[config.mk]
export PLATFORM = sky130hd
export DESIGN_NAME = grid_word_search_rows_columns
export DESIGN_NICKNAME = d
export VERILOG_FILES = /design/src/gws_pkg.sv /design/src/grid_word_search_rows_columns.sv /design/src/gws_col_mem.sv /design/src/gws_pos_ctr.sv
export SDC_FILE = /design/constraint.sdc
export NUM_CORES = 1
export LEC_CHECK = 0
export ABC_AREA = 1
export BUFFER_PORTS_ARGS = -buffer_cell sky130_fd_sc_hd__buf_2
export CAP_MARGIN = 15
export CORE_ASPECT_RATIO = 0.5
export CORE_MARGIN = 10
export CORE_UTILIZATION = 45
export CTS_CLUSTER_SIZE = 10
export DETAILED_ROUTE_END_ITERATION = 12
export PLACE_DENSITY = 0.67
export SLEW_MARGIN = 20
export SYNTH_ARGS = -nofsm -noshare
export SYNTH_HDL_FRONTEND = slang
export SYNTH_SLANG_ARGS = --single-unit
[constraint.sdc]
create_clock -name clock -period 7.7 [get_ports clock]
set_input_delay 0.385 -clock clock [delete_from_list [all_inputs] [get_ports clock]]
set_output_delay 0.385 -clock clock [all_outputs]
set_load 0.03 [all_outputs]
[src/gws_pkg.sv]
// Package with shared constants, types and match functions for the grid word search.
package gws_pkg;

   localparam int DEFAULT_MAX_DIM = 128;
   localparam int WORD_LEN = 5;
   localparam int PROG_W = 3;
   localparam int CHAR_W = 8;
   localparam int CSR_IDX_W = 1;
   localparam int CSR_DATA_W = 8;

   localparam logic [CSR_IDX_W-1:0] CSR_ROW_COUNT = 1'b0;
   localparam logic [CSR_IDX_W-1:0] CSR_COLUMN_COUNT = 1'b1;

   localparam logic [PROG_W-1:0] PROG_FULL = PROG_W'(WORD_LEN);

   typedef struct packed {
      logic first_row;
      logic first_col;
      logic last_cell;
   } pos_flags_type;

   function automatic logic [CHAR_W-1:0] word_char(input logic [PROG_W-1:0] idx);
      logic [CHAR_W-1:0] c;
      unique case (idx)
         3'd0: c = "s";
         3'd1: c = "p";
         3'd2: c = "o";
         3'd3: c = "o";
         3'd4: c = "n";
         default: c = '0;
      endcase
      return c;
   endfunction

   function automatic logic [CHAR_W-1:0] fold_char(input logic [CHAR_W-1:0] ch);
      logic [CHAR_W-1:0] r;
      r = ch;
      if (ch >= "A" && ch <= "Z") begin
         r = ch + CHAR_W'(8'd32);
      end
      return r;
   endfunction

   function automatic logic [PROG_W-1:0] advance(input logic [PROG_W-1:0] prog,
                                                 input logic [CHAR_W-1:0] ch);
      logic [PROG_W-1:0] r;
      if (prog < PROG_FULL && ch == word_char(prog)) begin
         r = prog + PROG_W'(1);
      end else if (ch == word_char('0)) begin
         r = PROG_W'(1);
      end else begin
         r = '0;
      end
      return r;
   endfunction

endpackage

[src/grid_word_search_rows_columns.sv]
// Top level of the grid word search for "spoon" along rows and columns.
// One character transfer per cycle is sustained unless the input stalls; the column memory is read
// at acceptance and written back when stage s1 fires, with forwarding when consecutive characters
// hit one column. rsp_valid is registered and rises once the last cell of a grid leaves stage s1;
// the input stalls only while a finished grid waits behind a result that has not been taken.
// Synchronous reset clears counters, progress and rsp_valid; rsp_found and the column memory are not cleared.
module grid_word_search_rows_columns #(
   parameter int MAX_DIM = gws_pkg::DEFAULT_MAX_DIM
) (
   input  logic                          clock,
   input  logic                          reset,
   input  logic                          req_valid,
   output logic                          req_ready,
   input  logic [gws_pkg::CHAR_W-1:0]    req_char_in,
   output logic                          rsp_valid,
   input  logic                          rsp_ready,
   output logic                          rsp_found,
   input  logic                          csr_wr_en,
   input  logic [gws_pkg::CSR_IDX_W-1:0] csr_index,
   input  logic [gws_pkg::CSR_DATA_W-1:0] csr_wr_data
);
   import gws_pkg::*;

   localparam int IDX_W = $clog2(MAX_DIM);

   logic [CSR_DATA_W-1:0] row_count_ff, row_count_in;
   logic [CSR_DATA_W-1:0] column_count_ff, column_count_in;

   logic                  accept;
   logic [IDX_W-1:0]      col_index;
   pos_flags_type         flags;

   logic                  s1_valid_ff, s1_valid_in;
   logic [CHAR_W-1:0]     s1_char_ff;
   logic [IDX_W-1:0]      s1_col_ff;
   pos_flags_type         s1_flags_ff;
   logic                  s1_stall, s1_fire;

   logic [PROG_W-1:0]     col_rd_data;
   logic [PROG_W-1:0]     hprev, vprev, hnew, vnew;
   logic [PROG_W-1:0]     row_prog_ff, row_prog_in;
   logic                  found_ff, found_in, found_next;

   logic                  rsp_valid_ff, rsp_valid_in;
   logic                  rsp_found_ff;

   always_comb begin
      row_count_in = row_count_ff;
      column_count_in = column_count_ff;
      if (csr_wr_en) begin
         unique case (csr_index)
            CSR_ROW_COUNT: row_count_in = csr_wr_data;
            CSR_COLUMN_COUNT: column_count_in = csr_wr_data;
            default: ;
         endcase
      end
   end

   always_ff @(posedge clock) begin
      if (reset) begin
         row_count_ff <= CSR_DATA_W'(1);
         column_count_ff <= CSR_DATA_W'(1);
      end else begin
         row_count_ff <= row_count_in;
         column_count_ff <= column_count_in;
      end
   end

   assign s1_stall = s1_valid_ff && s1_flags_ff.last_cell && rsp_valid_ff && !rsp_ready;
   assign s1_fire = s1_valid_ff && !s1_stall;
   assign req_ready = !s1_stall;
   assign accept = req_valid && req_ready;

   gws_pos_ctr #(
      .MAX_DIM(MAX_DIM),
      .IDX_W(IDX_W)
   ) u_pos (
      .clock(clock),
      .reset(reset),
      .step(accept),
      .row_count(row_count_ff),
      .column_count(column_count_ff),
      .col_index(col_index),
      .flags(flags)
   );

   gws_col_mem #(
      .MAX_DIM(MAX_DIM),
      .IDX_W(IDX_W)
   ) u_mem (
      .clock(clock),
      .reset(reset),
      .rd_en(accept),
      .rd_addr(col_index),
      .rd_data(col_rd_data),
      .wr_en(s1_fire),
      .wr_addr(s1_col_ff),
      .wr_data(vnew)
   );

   always_comb begin
      s1_valid_in = s1_valid_ff;
      if (accept) begin
         s1_valid_in = 1'b1;
      end else if (s1_fire) begin
         s1_valid_in = 1'b0;
      end
   end

   always_ff @(posedge clock) begin
      if (accept) begin
         s1_char_ff <= fold_char(req_char_in);
         s1_col_ff <= col_index;
         s1_flags_ff <= flags;
      end
   end

   always_comb begin
      hprev = s1_flags_ff.first_col ? '0 : row_prog_ff;
      vprev = s1_flags_ff.first_row ? '0 : col_rd_data;
      hnew = advance(hprev, s1_char_ff);
      vnew = advance(vprev, s1_char_ff);
      found_next = found_ff || (hnew == PROG_FULL) || (vnew == PROG_FULL);
      row_prog_in = row_prog_ff;
      found_in = found_ff;
      rsp_valid_in = rsp_valid_ff;
      if (rsp_valid_ff && rsp_ready) begin
         rsp_valid_in = 1'b0;
      end
      if (s1_fire) begin
         if (s1_flags_ff.last_cell) begin
            row_prog_in = '0;
            found_in = 1'b0;
            rsp_valid_in = 1'b1;
         end else begin
            row_prog_in = hnew;
            found_in = found_next;
         end
      end
   end

   always_ff @(posedge clock) begin
      if (reset) begin
         s1_valid_ff <= 1'b0;
         row_prog_ff <= '0;
         found_ff <= 1'b0;
         rsp_valid_ff <= 1'b0;
      end else begin
         s1_valid_ff <= s1_valid_in;
         row_prog_ff <= row_prog_in;
         found_ff <= found_in;
         rsp_valid_ff <= rsp_valid_in;
      end
   end

   always_ff @(posedge clock) begin
      if (s1_fire && s1_flags_ff.last_cell) begin
         rsp_found_ff <= found_next;
      end
   end

   assign rsp_valid = rsp_valid_ff;
   assign rsp_found = rsp_found_ff;

endmodule

[src/gws_col_mem.sv]
// Column progress memory with registered read and write-to-read forwarding.
module gws_col_mem #(
   parameter int MAX_DIM = gws_pkg::DEFAULT_MAX_DIM,
   parameter int IDX_W = $clog2(MAX_DIM)
) (
   input  logic                      clock,
   input  logic                      reset,
   input  logic                      rd_en,
   input  logic [IDX_W-1:0]          rd_addr,
   output logic [gws_pkg::PROG_W-1:0] rd_data,
   input  logic                      wr_en,
   input  logic [IDX_W-1:0]          wr_addr,
   input  logic [gws_pkg::PROG_W-1:0] wr_data
);
   import gws_pkg::*;

   logic [PROG_W-1:0] mem [MAX_DIM];
   logic [PROG_W-1:0] rdata_ff;
   logic              fwd_ff;
   logic              fwd_in;
   logic [PROG_W-1:0] fwd_data_ff;

   always_ff @(posedge clock) begin
      if (wr_en) begin
         mem[wr_addr] <= wr_data;
      end
      if (rd_en) begin
         rdata_ff <= mem[rd_addr];
         fwd_data_ff <= wr_data;
      end
   end

   always_comb begin
      fwd_in = fwd_ff;
      if (rd_en) begin
         fwd_in = wr_en && (wr_addr == rd_addr);
      end
   end

   always_ff @(posedge clock) begin
      if (reset) begin
         fwd_ff <= 1'b0;
      end else begin
         fwd_ff <= fwd_in;
      end
   end

   assign rd_data = fwd_ff ? fwd_data_ff : rdata_ff;

endmodule

[src/gws_pos_ctr.sv]
// Raster position counters that flag the first row, first column and last cell.
module gws_pos_ctr #(
   parameter int MAX_DIM = gws_pkg::DEFAULT_MAX_DIM,
   parameter int IDX_W = $clog2(MAX_DIM)
) (
   input  logic                          clock,
   input  logic                          reset,
   input  logic                          step,
   input  logic [gws_pkg::CSR_DATA_W-1:0] row_count,
   input  logic [gws_pkg::CSR_DATA_W-1:0] column_count,
   output logic [IDX_W-1:0]              col_index,
   output gws_pkg::pos_flags_type        flags
);
   import gws_pkg::*;

   localparam int CMP_W = (IDX_W + 1 > CSR_DATA_W) ? IDX_W + 1 : CSR_DATA_W;

   logic [IDX_W-1:0] row_ff, row_in;
   logic [IDX_W-1:0] col_ff, col_in;
   logic [CMP_W-1:0] rows, cols;
   logic [CMP_W-1:0] row_plus, col_plus;
   logic             row_end, grid_end;

   function automatic logic [CMP_W-1:0] clamp(input logic [CSR_DATA_W-1:0] v);
      logic [CMP_W-1:0] e;
      e = CMP_W'(v);
      if (e == '0) begin
         e = CMP_W'(1);
      end else if (e > CMP_W'(MAX_DIM)) begin
         e = CMP_W'(MAX_DIM);
      end
      return e;
   endfunction

   always_comb begin
      rows = clamp(row_count);
      cols = clamp(column_count);
      row_plus = CMP_W'(row_ff) + CMP_W'(1);
      col_plus = CMP_W'(col_ff) + CMP_W'(1);
      row_end = col_plus >= cols;
      grid_end = row_end && (row_plus >= rows);
      col_in = col_ff;
      row_in = row_ff;
      if (step) begin
         if (row_end) begin
            col_in = '0;
            row_in = grid_end ? '0 : row_plus[IDX_W-1:0];
         end else begin
            col_in = col_plus[IDX_W-1:0];
         end
      end
   end

   always_ff @(posedge clock) begin
      if (reset) begin
         row_ff <= '0;
         col_ff <= '0;
      end else begin
         row_ff <= row_in;
         col_ff <= col_in;
      end
   end

   assign col_index = col_ff;
   assign flags.first_row = (row_ff == '0);
   assign flags.first_col = (col_ff == '0);
   assign flags.last_cell = grid_end;

endmodule
Word level (Yosys, flattened, before mapping)
Memories as Yosys holds them, arrays and structs flattened. A register that Yosys moved wholly into a read port is not among the register bits.
Index checks and enable logic that the tools add are counted.
{ "totals": {"ram_bits": 384, "in_bits": 22, "reg_bits": 59, "out_inout_bits": 3, "mem_count": 1} }
{ "memory_table": {"columns": ["memory", "depth", "word_bits", "read_ports", "rd_ports_with_merged_regs", "write_ports", "line", "source"], "rows": [
  ["u_mem.mem", 128, 3, 1, 1, 1, "gws_col_mem.sv:17", "logic [PROG_W-1:0] mem [MAX_DIM];"]
]} }
{ "classes": {"reduce_logical": 28, "eq_ne": 14, "addsub": 5, "magnitude_cmp": 8, "muxes": 24, "bitwise": 1} }
{ "op_table": {"columns": ["cell", "n"], "rows": [
  ["one-hot mux 7 bit (4 select lines)", 2],
  ["two-way mux 8 bit", 5],
  ["two-way mux 3 bit", 6],
  ["adder 7 x 1 -> 8 bit (second input constant)", 2],
  ["equality test 8 bit", 2],
  ["greater-or-equal comparator 8 bit", 2],
  ["greater-than comparator 8 bit (second input constant)", 2],
  ["zero test 8 bit", 2],
  ["zero test 7 bit", 2],
  ["two-way mux 7 bit", 2],
  ["equality test 3 x 2 -> 1 bit (second input constant)", 4],
  ["equality test 3 bit (second input constant)", 4],
  ["logical AND 1 bit", 12],
  ["two-way mux 1 bit", 9],
  ["adder 8 x 6 -> 8 bit (second input constant)", 1],
  ["equality test 8 x 7 -> 1 bit (second input constant)", 1],
  ["greater-or-equal comparator 8 x 7 -> 1 bit (second input constant)", 1],
  ["less-or-equal comparator 8 x 7 -> 1 bit (second input constant)", 1],
  ["equality test 7 bit", 1],
  ["adder 3 x 1 -> 3 bit (second input constant)", 2],
  ["equality test 3 x 1 -> 1 bit (second input constant)", 2],
  ["zero test 3 bit", 2],
  ["less-than comparator 3 bit (second input constant)", 2],
  ["AND reduction 2 bit", 3],
  ["other kinds (5)", 8]
]} }

Depth between registers and ports, before layout
Gate-level depths: netlist of run 1.
{ "depth": {"depth_word": 11, "depth_mapped": 20} }

Cells and area by module
From an unflattened synthesis of run 1, not the netlist that was laid out.
{ "hier_totals": {"hier_cells": 1982, "area_unflattened_um2": 20056.7} }
{ "modules_own_cells": {"columns": ["mod", "seq_area_each_um2", "instances", "cells_each", "area_per_inst_um2"], "rows": [
  ["gws_col_mem", 11731.3, 1, 1494, 16594.7],
  ["grid_word_search_rows_columns", 1011.0, 1, 263, 2034.5],
  ["gws_pos_ctr", 280.3, 1, 225, 1427.6]
]} }

Least setup slack after synthesis of run 1
OpenSTA, ideal clock, no wires.
{ "synth_timing": {"kind": "reg2reg", "start": "reg u_mem.fwd_ff", "end": "reg u_mem.fwd_data_ff[1], data pin", "stages_incl_launch_ff": 14, "synth_period_minus_slack_ns": 7.971, "required_time_ns": 6.480, "slack_ns": -0.271, "n_path_buf": 0, "arrival_time_ns": 6.751, "cell_sequence": "dfxtp_1 > inv_2 > nand2_1 > nand2_1 > nand2_2 > inv_1 > ha_1 > nor2_1 > nand2_1 > nand3_1 > nand2_1 > nor2_1 > nand3_1 > nor3b_1"} }
{ "synth_via": {"elab_chain_len": 8, "elab_cells_between_ends": 14, "cone_classes": "add/sub: 1; order compare: 1; eq/ne: 5; mux: 4; reduce/logical: 3"} }
{ "synth_rtl": {"columns": ["item", "line", "source"], "rows": [
  ["start: declaration", "gws_col_mem.sv:19", "logic fwd_ff;"],
  ["start signal: assignment", "gws_col_mem.sv:44", "fwd_ff <= fwd_in;"],
  ["two-way mux 3 bit *", "gws_col_mem.sv:48", "assign rd_data = fwd_ff ? fwd_data_ff : rdata_ff;"],
  ["two-way mux 3 bit *", "grid_word_search_rows_columns.sv:120", "vprev = s1_flags_ff.first_row ? '0 : col_rd_data;"],
  ["equality test 3 x 2 -> 1 bit", "gws_pkg.sv:24", "unique case (idx)"],
  ["OR reduction 2 bit (no source line)", null, null],
  ["one-hot mux 7 bit (4 select lines)", "gws_pkg.sv:24", null],
  ["equality test 8 bit", "gws_pkg.sv:47", "if (prog < PROG_FULL && ch == word_char(prog)) begin"],
  ["logical AND 1 bit", "gws_pkg.sv:47", null],
  ["two-way mux 3 bit *", "gws_pkg.sv:47", null],
  ["named net u_mem.wr_data, one bit", "gws_col_mem.sv:13", "input logic [gws_pkg::PROG_W-1:0] wr_data"],
  ["end signal: assignment", "gws_col_mem.sv:29", "fwd_data_ff <= wr_data;"],
  ["end: declaration", "gws_col_mem.sv:21", "logic [PROG_W-1:0] fwd_data_ff;"]
]} }
The timed path passes the listed nets; every way through them passes the cells marked *.
A chain may end at the register's enable or synchronous reset.

Final worst setup path of run 1
{ "layout_timing": {"start": "reg u_mem.fwd_ff", "end": "mem u_mem.mem[97][2], data pin"} }
{ "layout_via": {"elab_chain_len": 8, "elab_cells_between_ends": 14, "cone_classes": "add/sub: 1; order compare: 1; eq/ne: 5; mux: 4; reduce/logical: 3"} }
{ "layout_rtl": {"columns": ["item", "line"], "rows": [
  ["two-way mux 3 bit *", "gws_col_mem.sv:48"],
  ["two-way mux 3 bit *", "grid_word_search_rows_columns.sv:120"],
  ["equality test 3 x 2 -> 1 bit", "gws_pkg.sv:24"],
  ["OR reduction 2 bit (no source line)", null],
  ["one-hot mux 7 bit (4 select lines)", "gws_pkg.sv:24"],
  ["equality test 8 bit", "gws_pkg.sv:47"],
  ["logical AND 1 bit", "gws_pkg.sv:47"],
  ["two-way mux 3 bit *", "gws_pkg.sv:47"],
  ["named net u_mem.wr_data, one bit", "gws_col_mem.sv:13"],
  ["end: declaration", "gws_col_mem.sv:17"]
]} }
Marked as above.

==> results of run 1 <==
[state kept, by name, summed over array words and instances, names as in the netlist, 7 cells and up]
signal	cells
row_count_ff	8
u_mem.mem	384
s1_col_ff	7
u_pos.row_ff	7
column_count_ff	8
s1_char_ff	8
u_pos.col_index	7
[worst min-delay path by stage]
stage	startpoint	to	slack, ps
floorplan	u_pos.col_index[2]	s1_col_ff[2]	410
global placement	row_prog_ff[0]	row_prog_ff[0]	470
detailed placement	row_prog_ff[0]	row_prog_ff[0]	470
CTS	csr_wr_data[0]	column_count_ff[0]	20
global route	req_char_in[3]	s1_char_ff[3]	20
finish	csr_wr_data[0]	column_count_ff[0]	40
[placed cells by master, fill, tap and decap left out, types with 14 or more instances in the layout]
cell / instances
sky130_fd_sc_hd__a21oi_1: 37
sky130_fd_sc_hd__buf_2: 24
sky130_fd_sc_hd__buf_4: 22
sky130_fd_sc_hd__clkbuf_1: 17
sky130_fd_sc_hd__clkbuf_16: 50
sky130_fd_sc_hd__dfxtp_1: 34
sky130_fd_sc_hd__edfxtp_1: 409
sky130_fd_sc_hd__ha_1: 25
sky130_fd_sc_hd__inv_1: 67
sky130_fd_sc_hd__nand2_1: 177
sky130_fd_sc_hd__nand3_1: 41
sky130_fd_sc_hd__nand4_1: 14
sky130_fd_sc_hd__nor2_1: 405
sky130_fd_sc_hd__o211ai_1: 27
sky130_fd_sc_hd__o21ai_0: 228
sky130_fd_sc_hd__o221ai_1: 47
sky130_fd_sc_hd__o22ai_1: 48
[layout make-up]
| class | count | area share |
|---|---|---|
| clock inverter | 3 | 0.00195 |
| tap | 577 | 0.0340 |
| sequential | 446 | 0.614 |
| clock buffer | 67 | 0.0620 |
| inverter | 79 | 0.0142 |
| timing repair buffer | 46 | 0.0135 |
| multi-input combinational | 1112 | 0.260 |
[cells by family after synthesis]
kind of cell    after synthesis
xor+xnor                     10
flops                       446
buf+inv                     173
simple gates                671
compound gates              406
fa+ha+maj                    25
[worst register-to-register path: cells and delay by family (launching register included)]
family | cells | cell delay [ps]
buffers and inverters | 4 | 1390
adder cells (fa/ha/maj) | 1 | 210
flip-flops | 1 | 440
AND/OR/NAND/NOR | 11 | 1150
[power groups by stage]
| stage | combinational [mW] | clock (mW) | sequential, mW |
|---|---|---|---|
| 2_1_floorplan | 0.384 | 0 | 2.70 |
| 3_3_place_gp | 0.492 | 0 | 2.72 |
| 3_5_place_dp | 0.493 | 0 | 2.72 |
| 4_1_cts | 0.495 | 2.09 | 2.67 |
| 5_1_grt | 0.562 | 2.20 | 2.67 |
| 6_report | 0.499 | 2.06 | 2.67 |
[per-layer routing]
metal / wire length, um / track usage
met3: 4260 / 0.0376
met4: 962 / 0.0491
met1: 20000 / 0.240
met5: 0 / 0
met2: 20900 / 0.271
==> metrics list, run 1 <==
- The run finished with clean final reports.
- Count of boundary I/O pins: 25
- Per-cell via count in the routed design: between 5 and 6
* HPWL after DPL: roughly 27000 um
* Pre-CTS setup slack: slightly above 4000 ps
* Startpoint of the worst-slack reg-to-reg timing path: u_mem.fwd_ff
* Sw frac: 0.241
- Stage delay of the slowest cell on the critical path: approximately 760 ps
- Placed Cells incl. Taps: approximately 2300
* DIE AREA: around 52000 um^2
- Critical Path Fanout Max: between 80 and 90
- For this design, the slowest cell found on the critical path is sky130_fd_sc_hd__buf_4.
- Num Clock Sinks: roughly 450
- Fin nets: 1782
- The path class of the tightest hold or removal check is in -> reg.
* Cell depth of the worst min-delay path: 3
- Critical path buffers and inverters: 4
- Simple-Gate Fraction of Synth Area: 0.141
* Most instantiated library cell after synthesis: sky130_fd_sc_hd__edfxtp_1
* Die height: between 150 and 200 um
- CTS Root Buffer Type: sky130_fd_sc_hd__clkbuf_16
- The longest clock path from root to sink contains 3 buffers.
- The worst setup path is launched from a register.
- Across the whole layout, storage elements account for roughly 13000 um^2.
- Synthesis-to-layout area growth: 10.3%
- The repair_antennas step left the layout with diodes totalling 0.
- Of the synthesized area, sequential elements account for 0.678.
* Number of synthesized register bits: between 400 and 500
- Cell area after technology mapping: between 15000 and 20000 um^2
- The number of nets in the synthesized netlist is about 1800.
- Fin cells: between 2000 and 2500
* Actual slew at the worst max-slew pin: ~1000 ps
* Wirelength per Cell: a little under 20 um
- In this run the tightest slew margin relative to its limit is 0.343.
- Leading cell types by count after synthesis: 409 x sky130_fd_sc_hd__edfxtp_1, 406 x sky130_fd_sc_hd__nor2_1, 228 x sky130_fd_sc_hd__o21ai_0
- Portion of synthesized cell area occupied by the leading cell type: 0.639
* Maximum capacitance violations: 0
- Via count of the routed design: between 10000 and 15000
- For this run, the leading register cell type out of synthesis is sky130_fd_sc_hd__edfxtp_1.
* Critical Path End: u_mem.mem[97][2]
- Of the total synthesized cell area, the portion taken by XOR and XNOR cells is 0.00456.
* Final core utilization: 0.504
- After floorplanning, the core was sized to cover between 40000 and 50000 um^2.
- Power spread over the standard cell area amounts to ~250 nW/um^2.
- Number of nets with antenna violations after detailed routing: 0
* Critical path launch point: u_mem.fwd_ff
- Mux share of post-synthesis cell area: 0
* Minimum hold slack: ~39 ps
* CTS resizes: 0
- Layout filler cell count: 3709
- Setup slack on the worst reg-to-reg path comes out at ~4000 ps.
- The share of total power dissipated in combinational logic is 0.095.
- STA classifies the critical path endpoint as a register.
* Fraction of layout cells with a size suffix above 1: 0.0730
- Clock slew at the register clock pins of the worst setup and hold paths: 60 ps
- Highest clock frequency the design can meet: about 270 MHz
- Counting every instance in the synthesized netlist gives around 1700.
- Summing all non-filler instances in the final layout gives an area of ~21000 um^2.
- Final Hold Fails: 0
- The number of antenna violations at the first check in global routing came to 0.
- Global-route wire length before repair: a little over 70000 um
- Total DRC errors in the routed layout: 0
- Setup repair after global routing left no endpoint under its margin.
- Footprint of the multi-input gates: about 5500 um^2
- Counting distinct cell types in the post-synthesis netlist gives 40.
- Summed over all layers, the global routing overflow is 0.
* Critical path's most frequent cell: sky130_fd_sc_hd__nand2_1
- FFs w/ async S/R, synth: 0
- Total count of max-transition violations in the final report: 0
* Adder-Cell Fraction of Synth Area: 0.0163
- Routability-driven placement finished with a final weighted congestion of around 0.84.
- Pin count of the biggest net entering global routing: about 130
* Overall power after layout: 5.23 mW
- Worst r2r dst: u_mem.mem[97][2]
- Hold-fix buffers, CTS: 0
- IR analysis of the VDD net gives a maximum drop of about 0.00016 V.
- Cell-internal power: roughly 4 mW
- Post-synthesis compound-gate area fraction: 0.124
- Placed inst area: a little under 20000 um^2
- Setup violations remaining at the end of the flow were counted as 0.
* Static Leakage: 7.89 nW
- In this run the post-CTS setup repair buffer count came out at 0.
- The H-tree was split into 2 levels.
- Between clock sinks in the finished design, the worst skew comes to about 17 ps.
- Row generation in the floorplan step produced between 50 and 60 rows.
- During placement, the flow inserted port buffers numbering 24.
* Length of the first detailed-routing pass in iterations: 6
* Cell-by-cell trace of the critical path: inv_2, nand2_1, nand2_1, nand2_2, inv_1, ha_1, nor2_1, nand2_1, nand3_1, nand2_1, nor2_1, nand3_1, nor2_2, nand2_1, clkinv_2, buf_4
* Setup slack after layout: just over 4000 ps
* Clock tree from TritonCTS: done
* Number of cell instances on the worst register-to-register path: 16
- For this run, the total global-route usage over all layers was measured as 0.173.
- Cell taking the most area after synthesis: sky130_fd_sc_hd__edfxtp_1
* Crit-path leading delay family: buffers and inverters
- WP data required: just under 8000 ps
- Final routed wirelength across all metal layers: roughly 46000 um
- The clock reaches the later pin of the worst-skew pair after between 500 and 600 ps.
* Crit share post-route: 0.476
* Power share of the sequential group: 0.510
- Reported net switching power: 1.26 mW
* Number of enable-type register cells in the synthesized netlist: slightly above 400
* Setup TNS Final: 0 ps
- The first routing iteration left approximately 1400 violations.
- Crit Path Class: reg -> reg
- Crit path arrival time: ~4000 ps
* Number of global-route vias before repair: approximately 13000
- Counting buffers and inverters, the worst setup path is 16 cells deep.
- Clock share of power: 0.394
* Post-route minimum period: 3670 ps
- Initial Utilization: 0.456
- In this run the horizontal extent of the chip is 312 um.
- In this run the mean area of a mapped cell was 11.1 um^2.
* Combinational family with the most area after synthesis: simple AND/OR/NAND/NOR gates
* Biggest area contributors in the synthesized netlist: sky130_fd_sc_hd__edfxtp_1 64%, sky130_fd_sc_hd__nor2_1 7.9%, sky130_fd_sc_hd__o21ai_0 5.9%
- Num CTS Buffers: 50
- Synth Warn #: 0
Power figures use the tool's default switching activity.
==> run 2, diff against run 1 <==
Settings changed: PLACE_DENSITY 0.67 to 0.65.
Clock period 7.7 ns to 3.56 ns, I/O delays scaled along.
==> run 2 against run 1 <==
Setup slack worse by 3300 ps. Count of clock-buffer cells in the layout is 7 lower. First-iteration DRC count is 5.8% higher. Critical path type unchanged. Highest routed layer unchanged. Combinational power is 130% higher. Core utilization is 0.87 points higher. Sequential power is 120% higher.
==> metrics list, run 2 (synthesis results as in run 1) <==
* Outcome: finished, final reports clean
- Launch instance of the worst min-delay path: csr_index
- CTS Root Buffer Type: sky130_fd_sc_hd__clkbuf_16
- The time the worst path needs with I/O delays and setup is 2820 ps (-843 ps).
* Highest clock frequency the design can meet: 354 MHz (+30%)
- Number of nets with antenna violations after detailed routing: 0 (unchanged)
* Max reg flops: 384 (unchanged)
- Initial Utilization: 0.456 (unchanged)
* Sink of the worst hold path: row_count_ff[0]
- Counting flops per register, the top entry is u_mem.mem.
- Crit path arrival time: 3110 ps (-790 ps)
- Num CTS Buffers: 50 (unchanged)
- Post-CTS setup buffer count: 0 (unchanged)
- The maximum number of buffers from clock root to sink is 3 (unchanged).
* 1st-iter DRT viols: 1489 (+5.8%)
* IR drop worst, VDD: 0.000447 V (+170%)
- The routed wire length is 47200 um (+2.5%).
* Fin cells: 2351 (+0.90%)
- The transition time at the pin with the least slew margin was 845 ps (-139 ps).
- The worst hold-check slack is 34.6 ps (-4.04 ps).
- Antenna Diode Count: 0 (unchanged)
- Count of boundary I/O pins: 25 (unchanged)
* Fin nets: 1809 (+1.5%)
- The total number of vias is 13400 (+1.8%).
- The library cell used most frequently in the layout, excluding fill and tap cells, is sky130_fd_sc_hd__edfxtp_1.
- The via count of the first global-routing pass came to 12800 (+0.22%).
- The worst setup path is of the reg -> reg kind.
* Clock slew at the register clock pins of the worst setup and hold paths: 50 ps (about the same)
- The remaining max-slew budget at the tightest pin was 0.436 (+0.0926).
- Count of buffers from port buffering: 24 (unchanged)
- The final weighted congestion in routability-driven placement came to 0.823 (-2.5%).
- Placed Cells incl. Taps: 2268 (+0.35%)
* DIE AREA: 51900 um^2 (unchanged)
- The combined global-route utilization of all metal layers came to 0.175 (+0.00219).
- The worst clock skew was 28.7 ps (+11.8 ps).
* Wirelength per Cell: 20.1 um (+1.5%)
* Highest-count cells in the layout ignoring fill and taps: 409 x sky130_fd_sc_hd__edfxtp_1, 404 x sky130_fd_sc_hd__nor2_1, 228 x sky130_fd_sc_hd__o21ai_0, 176 x sky130_fd_sc_hd__nand2_1, 64 x sky130_fd_sc_hd__inv_1
- The depth of the worst register-to-register path is 15 (-1).
- Setup repair after global routing left no endpoint under its margin.
- The max-slew violation total from the final report came to 0 (unchanged).
- Worst r2r dst: u_mem.mem[30][0]
- The reg-to-reg setup timing slack was 740 ps (-3300 ps).
- The ratio of final minimum period to clock period was 0.794 (+0.317).
* Chip width: 312 um (unchanged)
* Power per standard cell area: 528 nW/um^2 (+110%)
- The worst hold path belongs to the class in -> reg.
- Fraction of layout cells with a size suffix above 1: 0.0823 (+0.00928)
* HPWL after DPL: 26900 um (-1.2%)
- The number of antenna violations at the first check in global routing is 0 (unchanged).
* Critical Path Fanout Max: 37 (-57%)
- The maximum number of pins on one net before global-route repair was 130 (-0.76%).
* CP Capture Type: register
* Source-to-sink clock delay at the later pin of the worst-skew pair: 590 ps (about the same)
* H-tree depth: 2 (unchanged)
* WP data required: 3850 ps (-4080 ps)
- The wire length of the first global-routing pass is 72700 um (+1.3%).
- Placeable core region: 42100 um^2 (unchanged)
- Relative to the synthesized area, the layout overhead comes to 12.3%.
* Number of standard-cell rows in the floorplan: 53 (unchanged)
- Overall power after layout: 11.4 mW (+120%)
- The startpoint identified for the worst register-to-register timing path is u_mem.fwd_ff.
- STA classifies the critical path startpoint as a register.
- The total setup violations reported at the end of the flow was 0 (unchanged).
- The detailed-route DRC error count is 0 (unchanged).
- Cell depth of the worst min-delay path: 4 (+1)
* Per-cell via count in the routed design: 5.71 (+0.84%)
- The number of detailed-route iterations in the first pass is 5 (-1).
- Die height: 166 um (unchanged)
- Clock tree from TritonCTS: done
- The leakage power of the design came to 8.02 nW (+1.7%).
* Total gr overflow: 0 (unchanged)
* Num Clock Sinks: 446 (unchanged)
* Final Hold Fails: 0 (unchanged)
- The max-cap check violation count came to 0 (unchanged).
-- run 2: cell types whose count changed in the layout (fill, tap and decap cells not counted), moves of 2 or more --
cell | before | now
sky130_fd_sc_hd__dlygate4sd3_1 | 0 | 19
sky130_fd_sc_hd__ha_2 | 0 | 2
sky130_fd_sc_hd__clkbuf_1 | 17 | 10
sky130_fd_sc_hd__inv_1 | 67 | 64
sky130_fd_sc_hd__buf_12 | 0 | 7
sky130_fd_sc_hd__inv_2 | 5 | 7
sky130_fd_sc_hd__ha_1 | 25 | 22
-- run 2: area by class of cell --
class                           count  area (um^2)
Inverter                           79          303
Sequential cell                   446        13000
Clock buffer                       60         1290
Timing Repair Buffer               73          623
Tap cell                          577          722
Clock inverter                      4         62.6
Fill cell                        3667        20500
Multi-Input combinational cell   1112         5540
-- run 2: power by group --
group	internal [mW]	total (mW)	switching, mW	leakage (nW)
clock network	2.53	4.47	1.95	0.655
logic	0.375	1.17	0.793	2.67
registers	5.71	5.75	0.0410	4.70
-- run 2: stage by stage --
step	util	TNS [ps]	setup WS [ps]	area, um^2
2_1_floorplan	-	-28900	-224	19300
3_5_place_dp	0.476	0	747	20000
6_report	0.512	0	735	21600
4_1_cts	0.512	0	730	21600
5_1_grt	0.512	0	490	21600
3_3_place_gp	0.476	0	770	20000
-- run 2: timing repair --
| action | 4_1_cts | 5_1_grt |
|---|---|---|
| hold buffers | 19 | 0 |
| endpoints found under the hold margin | 28 | 0 |
| gates resized for setup | 0 | 0 |
-- run 2: worst max-delay path: stages, from the launching register on --
cell and delay [ps]:
sky130_fd_sc_hd__dfxtp_4 380, sky130_fd_sc_hd__inv_4 50, sky130_fd_sc_hd__nand2_1 60, sky130_fd_sc_hd__nand2_1 70
sky130_fd_sc_hd__nand2_2 120, sky130_fd_sc_hd__inv_2 70, sky130_fd_sc_hd__ha_4 160, sky130_fd_sc_hd__nor2_2 110
sky130_fd_sc_hd__nand2_1 90, sky130_fd_sc_hd__nand3_1 80, sky130_fd_sc_hd__nand2_1 50, sky130_fd_sc_hd__nor2_1 110
sky130_fd_sc_hd__nand3_2 140, sky130_fd_sc_hd__o21ai_0 300, sky130_fd_sc_hd__nand2_4 340, sky130_fd_sc_hd__buf_4 360
-- run 2: layer usage --
layer	up-vias	track usage	wire, um
li1	6271	-	-
met1	6534	0.244	20500
met2	541	0.277	21800
met3	82	0.0359	4040
met4	0	0.0456	850
met5	-	0	0
-- run 2: worst max path at each step --
stage | start | endpoint
CTS | u_mem.fwd_ff | u_mem.mem[28][0]
finish | u_mem.fwd_ff | u_mem.mem[30][0]
floorplan | u_mem.fwd_ff | u_mem.fwd_data_ff[1]
detailed placement | u_mem.fwd_ff | u_mem.mem[28][0]
global route | u_mem.fwd_ff | u_mem.mem[30][0]
global placement | u_mem.fwd_ff | u_mem.mem[24][0]
==> run 3, diff against run 2 <==
Settings changed: PLACE_DENSITY 0.65 to 0.67.
Clock period 3.56 ns to 2.41 ns, I/O delays scaled along.
==> run 3 against run 2 <==
The run now ends with setup timing left. Via count grew 4.4%. Clock skew is 19 ps lower. Global-route usage up 0.17 points. Power grew 51%. Sequential share of layout area down 4.1 points. Hold slack improved by 270 ps. Sequential power rose by 48%.
==> metrics list, run 3 (synthesis results as in run 1) <==
- The number of antenna violations at the first check in global routing came to 1 (+1).
- Peak-usage layer in the global routing report: met2
* Fraction of layout cells with a size suffix above 1: 0.160 (+0.0773)
- Layout filler cell count: 3428 (-6.5%)
- The min-delay analysis places its worst path in the category in -> reg.
- Cell depth of the worst min-delay path: 2 (-2)
- The maximum fanout along the worst path was 24 (-35%).
* Placeable core region: 42100 um^2 (unchanged)
* Clk buf depth: 3 (unchanged)
- Pin count of the biggest net entering global routing: 71 (-45%)
* 1st-iter DRT viols: 1436 (-3.6%)
* Violations in the final reports: setup timing
* H-tree depth: 2 (unchanged)
- Critical path's most frequent cell: sky130_fd_sc_hd__nand2_2
- Met1 usage in global routing: 0.246 (+0.00251)
- Initial Utilization: 0.456 (unchanged)
* DIE AREA: 51900 um^2 (unchanged)
- The post-route standard cell area excluding fillers is 23100 um^2 (+7.3%).
* Synthesis-to-layout area growth: 20.4%
- The clock net sink count was 446 (unchanged).
- The average wire per standard cell came to 20.7 um (+2.9%).
- The ratio of routed vias to standard cells is 5.74 (+0.44%).
- Routability congestion estimate from global placement: 0.851 (+3.3%)
- Outcome: finished, violations left
- In this design, the largest share of critical-path delay is due to simple AND/OR/NAND/NOR gates.
- The register with the most flip-flops in the final layout is u_mem.mem.
* Number of stages on the worst setup path: 14 (-1)
- Power per standard cell area: 744 nW/um^2 (+41%)
- Element type at the critical path start: register
- HPWL after DPL: 29600 um (+10%)
- Met2 usage: 0.274 (-0.00294)
- Highest clock frequency the design can meet: 404 MHz (+14%)
- The number of detailed-route iterations in the first pass came to 6 (+1).
* Actual slew at the worst max-slew pin: 649 ps (-195 ps)
- Met3 global-route usage: 0.0429 (+0.00696)
* Crit Path Class: reg -> reg
* Total DRC errors in the routed layout: 0 (unchanged)
- Placed inst area: 20600 um^2 (+2.9%)
- Num CTS Buffers: 50 (unchanged)
- The max-cap check violation count came to 0 (unchanged).
- Setup clock skew after layout: 9.79 ps (-18.9 ps)
- Final Hold Fails: 0 (unchanged)
- Crit path arrival time: 2770 ps (-340 ps)
- The buffer and inverter count on the worst path was 3 (unchanged).
- Unrepaired setup endpoints after global routing: yes
- Post-route minimum period: 2480 ps (-349 ps)
- Critical path launch point: u_mem.fwd_ff
- CTS placed an instance of sky130_fd_sc_hd__clkbuf_16 at the clock tree root.
- The global route total overflow came to 0 (unchanged).
- Crit path max-delay cell type: sky130_fd_sc_hd__dfxtp_4
- Count of buffers from port buffering: 24 (unchanged)
* Launch instance of the worst min-delay path: req_char_in[4]
- Clock slew at the register clock pins of the worst setup and hold paths: 60 ps (about the same)
* Global-route wire length before repair: 73600 um (+1.2%)
- Minimum hold slack: 309 ps (+274 ps)
- Via count of the routed design: 14000 (+4.4%)
- In this run the critical register-to-register path is launched from u_mem.fwd_ff.
* Number of cell instances on the worst register-to-register path: 14 (-1)
* Chip width: 312 um (unchanged)
- Number of nets with antenna violations after detailed routing: 0 (unchanged)
- Setup violations, final: 166 (+166)
- The setup slack of the critical path after layout was -65.7 ps (-801 ps).
- WP data required: 2710 ps (-1140 ps)
- Source-to-sink clock delay at the later pin of the worst-skew pair: 570 ps (-20 ps)
- The combined global-route utilization of all metal layers is 0.177 (+0.00169).
- Clock tree from TritonCTS: done
- The ratio of final minimum period to clock period was 1.03 (+0.234).
- Total count of max-transition violations in the final report: 0 (unchanged)
- Static Leakage: 8.69 nW (+8.3%)
* Cell-by-cell trace of the critical path: inv_4, nand2_2, nand2_2, nand2_4, inv_4, ha_1, or2_4, nand2_2, nand2_1, nand2_2, nand3_4, o21ai_4, nand2_8, buf_16
- The die boundary height is 166 um (unchanged).
* Fin nets: 1903 (+5.2%)
- STA classifies the critical path endpoint as a register.
- The flip-flop count of the largest register after layout is 384 (unchanged).
* Number of standard-cell rows in the floorplan: 53 (unchanged)
- Final routed wirelength across all metal layers: 50500 um (+7.0%)
* Most frequent standard cell in the layout excluding fill and tap cells: sky130_fd_sc_hd__edfxtp_1
* Antenna Diode Count: 0 (unchanged)
- Highest-count cells in the layout ignoring fill and taps: 409 x sky130_fd_sc_hd__edfxtp_1, 398 x sky130_fd_sc_hd__nor2_1, 220 x sky130_fd_sc_hd__o21ai_0, 161 x sky130_fd_sc_hd__nand2_1, 71 x sky130_fd_sc_hd__buf_4
- Stage delay of the slowest cell on the critical path: 380 ps (about the same)
- Count of boundary I/O pins: 25 (unchanged)
* Worst slew margin relative to its limit: 0.556 (+0.120)
* Number of global-route vias before repair: 13100 (+1.8%)
- The worst voltage drop across the vdd grid came to 0.000505 V (+13%).
## run 3: layout make-up
type	count	area (um^2)	area share
Inverter	79	314	0.0136
Sequential cell	446	13000	0.564
Multi-Input combinational cell	1113	5920	0.256
Clock inverter	3	32.5	0.00141
Tap cell	577	722	0.0312
Timing Repair Buffer	166	1800	0.0778
Clock buffer	60	1310	0.0566
## run 3: path summary, 6_finish.rpt
path	end	slack, ps
setup / recovery	u_mem.mem[39][0]	-70
hold / removal	s1_char_ff[4]	310
setup reg to reg	u_mem.mem[39][0]	-70
hold reg to reg	row_count_ff[0]	470
## run 3: worst reg2reg max path, stage by stage, from the launching register on
cell                      delay (ps)
sky130_fd_sc_hd__dfxtp_4         380
sky130_fd_sc_hd__inv_4            50
sky130_fd_sc_hd__nand2_2          60
sky130_fd_sc_hd__nand2_2          80
sky130_fd_sc_hd__nand2_4         130
sky130_fd_sc_hd__inv_4            50
sky130_fd_sc_hd__ha_1            170
sky130_fd_sc_hd__or2_4           230
sky130_fd_sc_hd__nand2_2          70
sky130_fd_sc_hd__nand2_1          80
sky130_fd_sc_hd__nand2_2          90
sky130_fd_sc_hd__nand3_4         110
sky130_fd_sc_hd__o21ai_4         280
sky130_fd_sc_hd__nand2_8         180
sky130_fd_sc_hd__buf_16          230
## run 3: metrics by stage
stage	power (mW)	setup TNS, ps	setup slack [ps]	util	std cells
after floorplan	9.86	-332960	-1370	-	1731
after global placement	10.4	-3850	-48.0	0.490	2325
after detailed placement	10.5	-4780	-138	0.490	2325
after CTS	17.0	-106	-61.2	0.528	2412
after global routing	17.8	-45350	-179	0.549	2444
final	17.2	-5710	-65.7	0.549	2444
## run 3: repair_timing
action / 4_1_cts / 5_1_grt
gates resized for setup: 4 / 110
setup buffers: 0 / 16
hold buffers: 24 / 0
hold endpoints to repair: 41 / 0
endpoints found under the setup margin: 157 / 394
pin swaps: 1 / 27
cloned: 0 / 17
## run 3: per-layer routing
layer  up-vias  wire (um)
met4         2       1170
li1       6465          -
met1      6797      21300
met5         -         48
met3        96       5320
met2       660      22700
## run 3: power by group
group          switching [mW]  internal (mW)  total (mW)
Clock                    2.83           3.77        6.60
Combinational            1.34          0.778        2.12
Sequential             0.0636           8.43        8.49
Total                    4.23           13.0        17.2
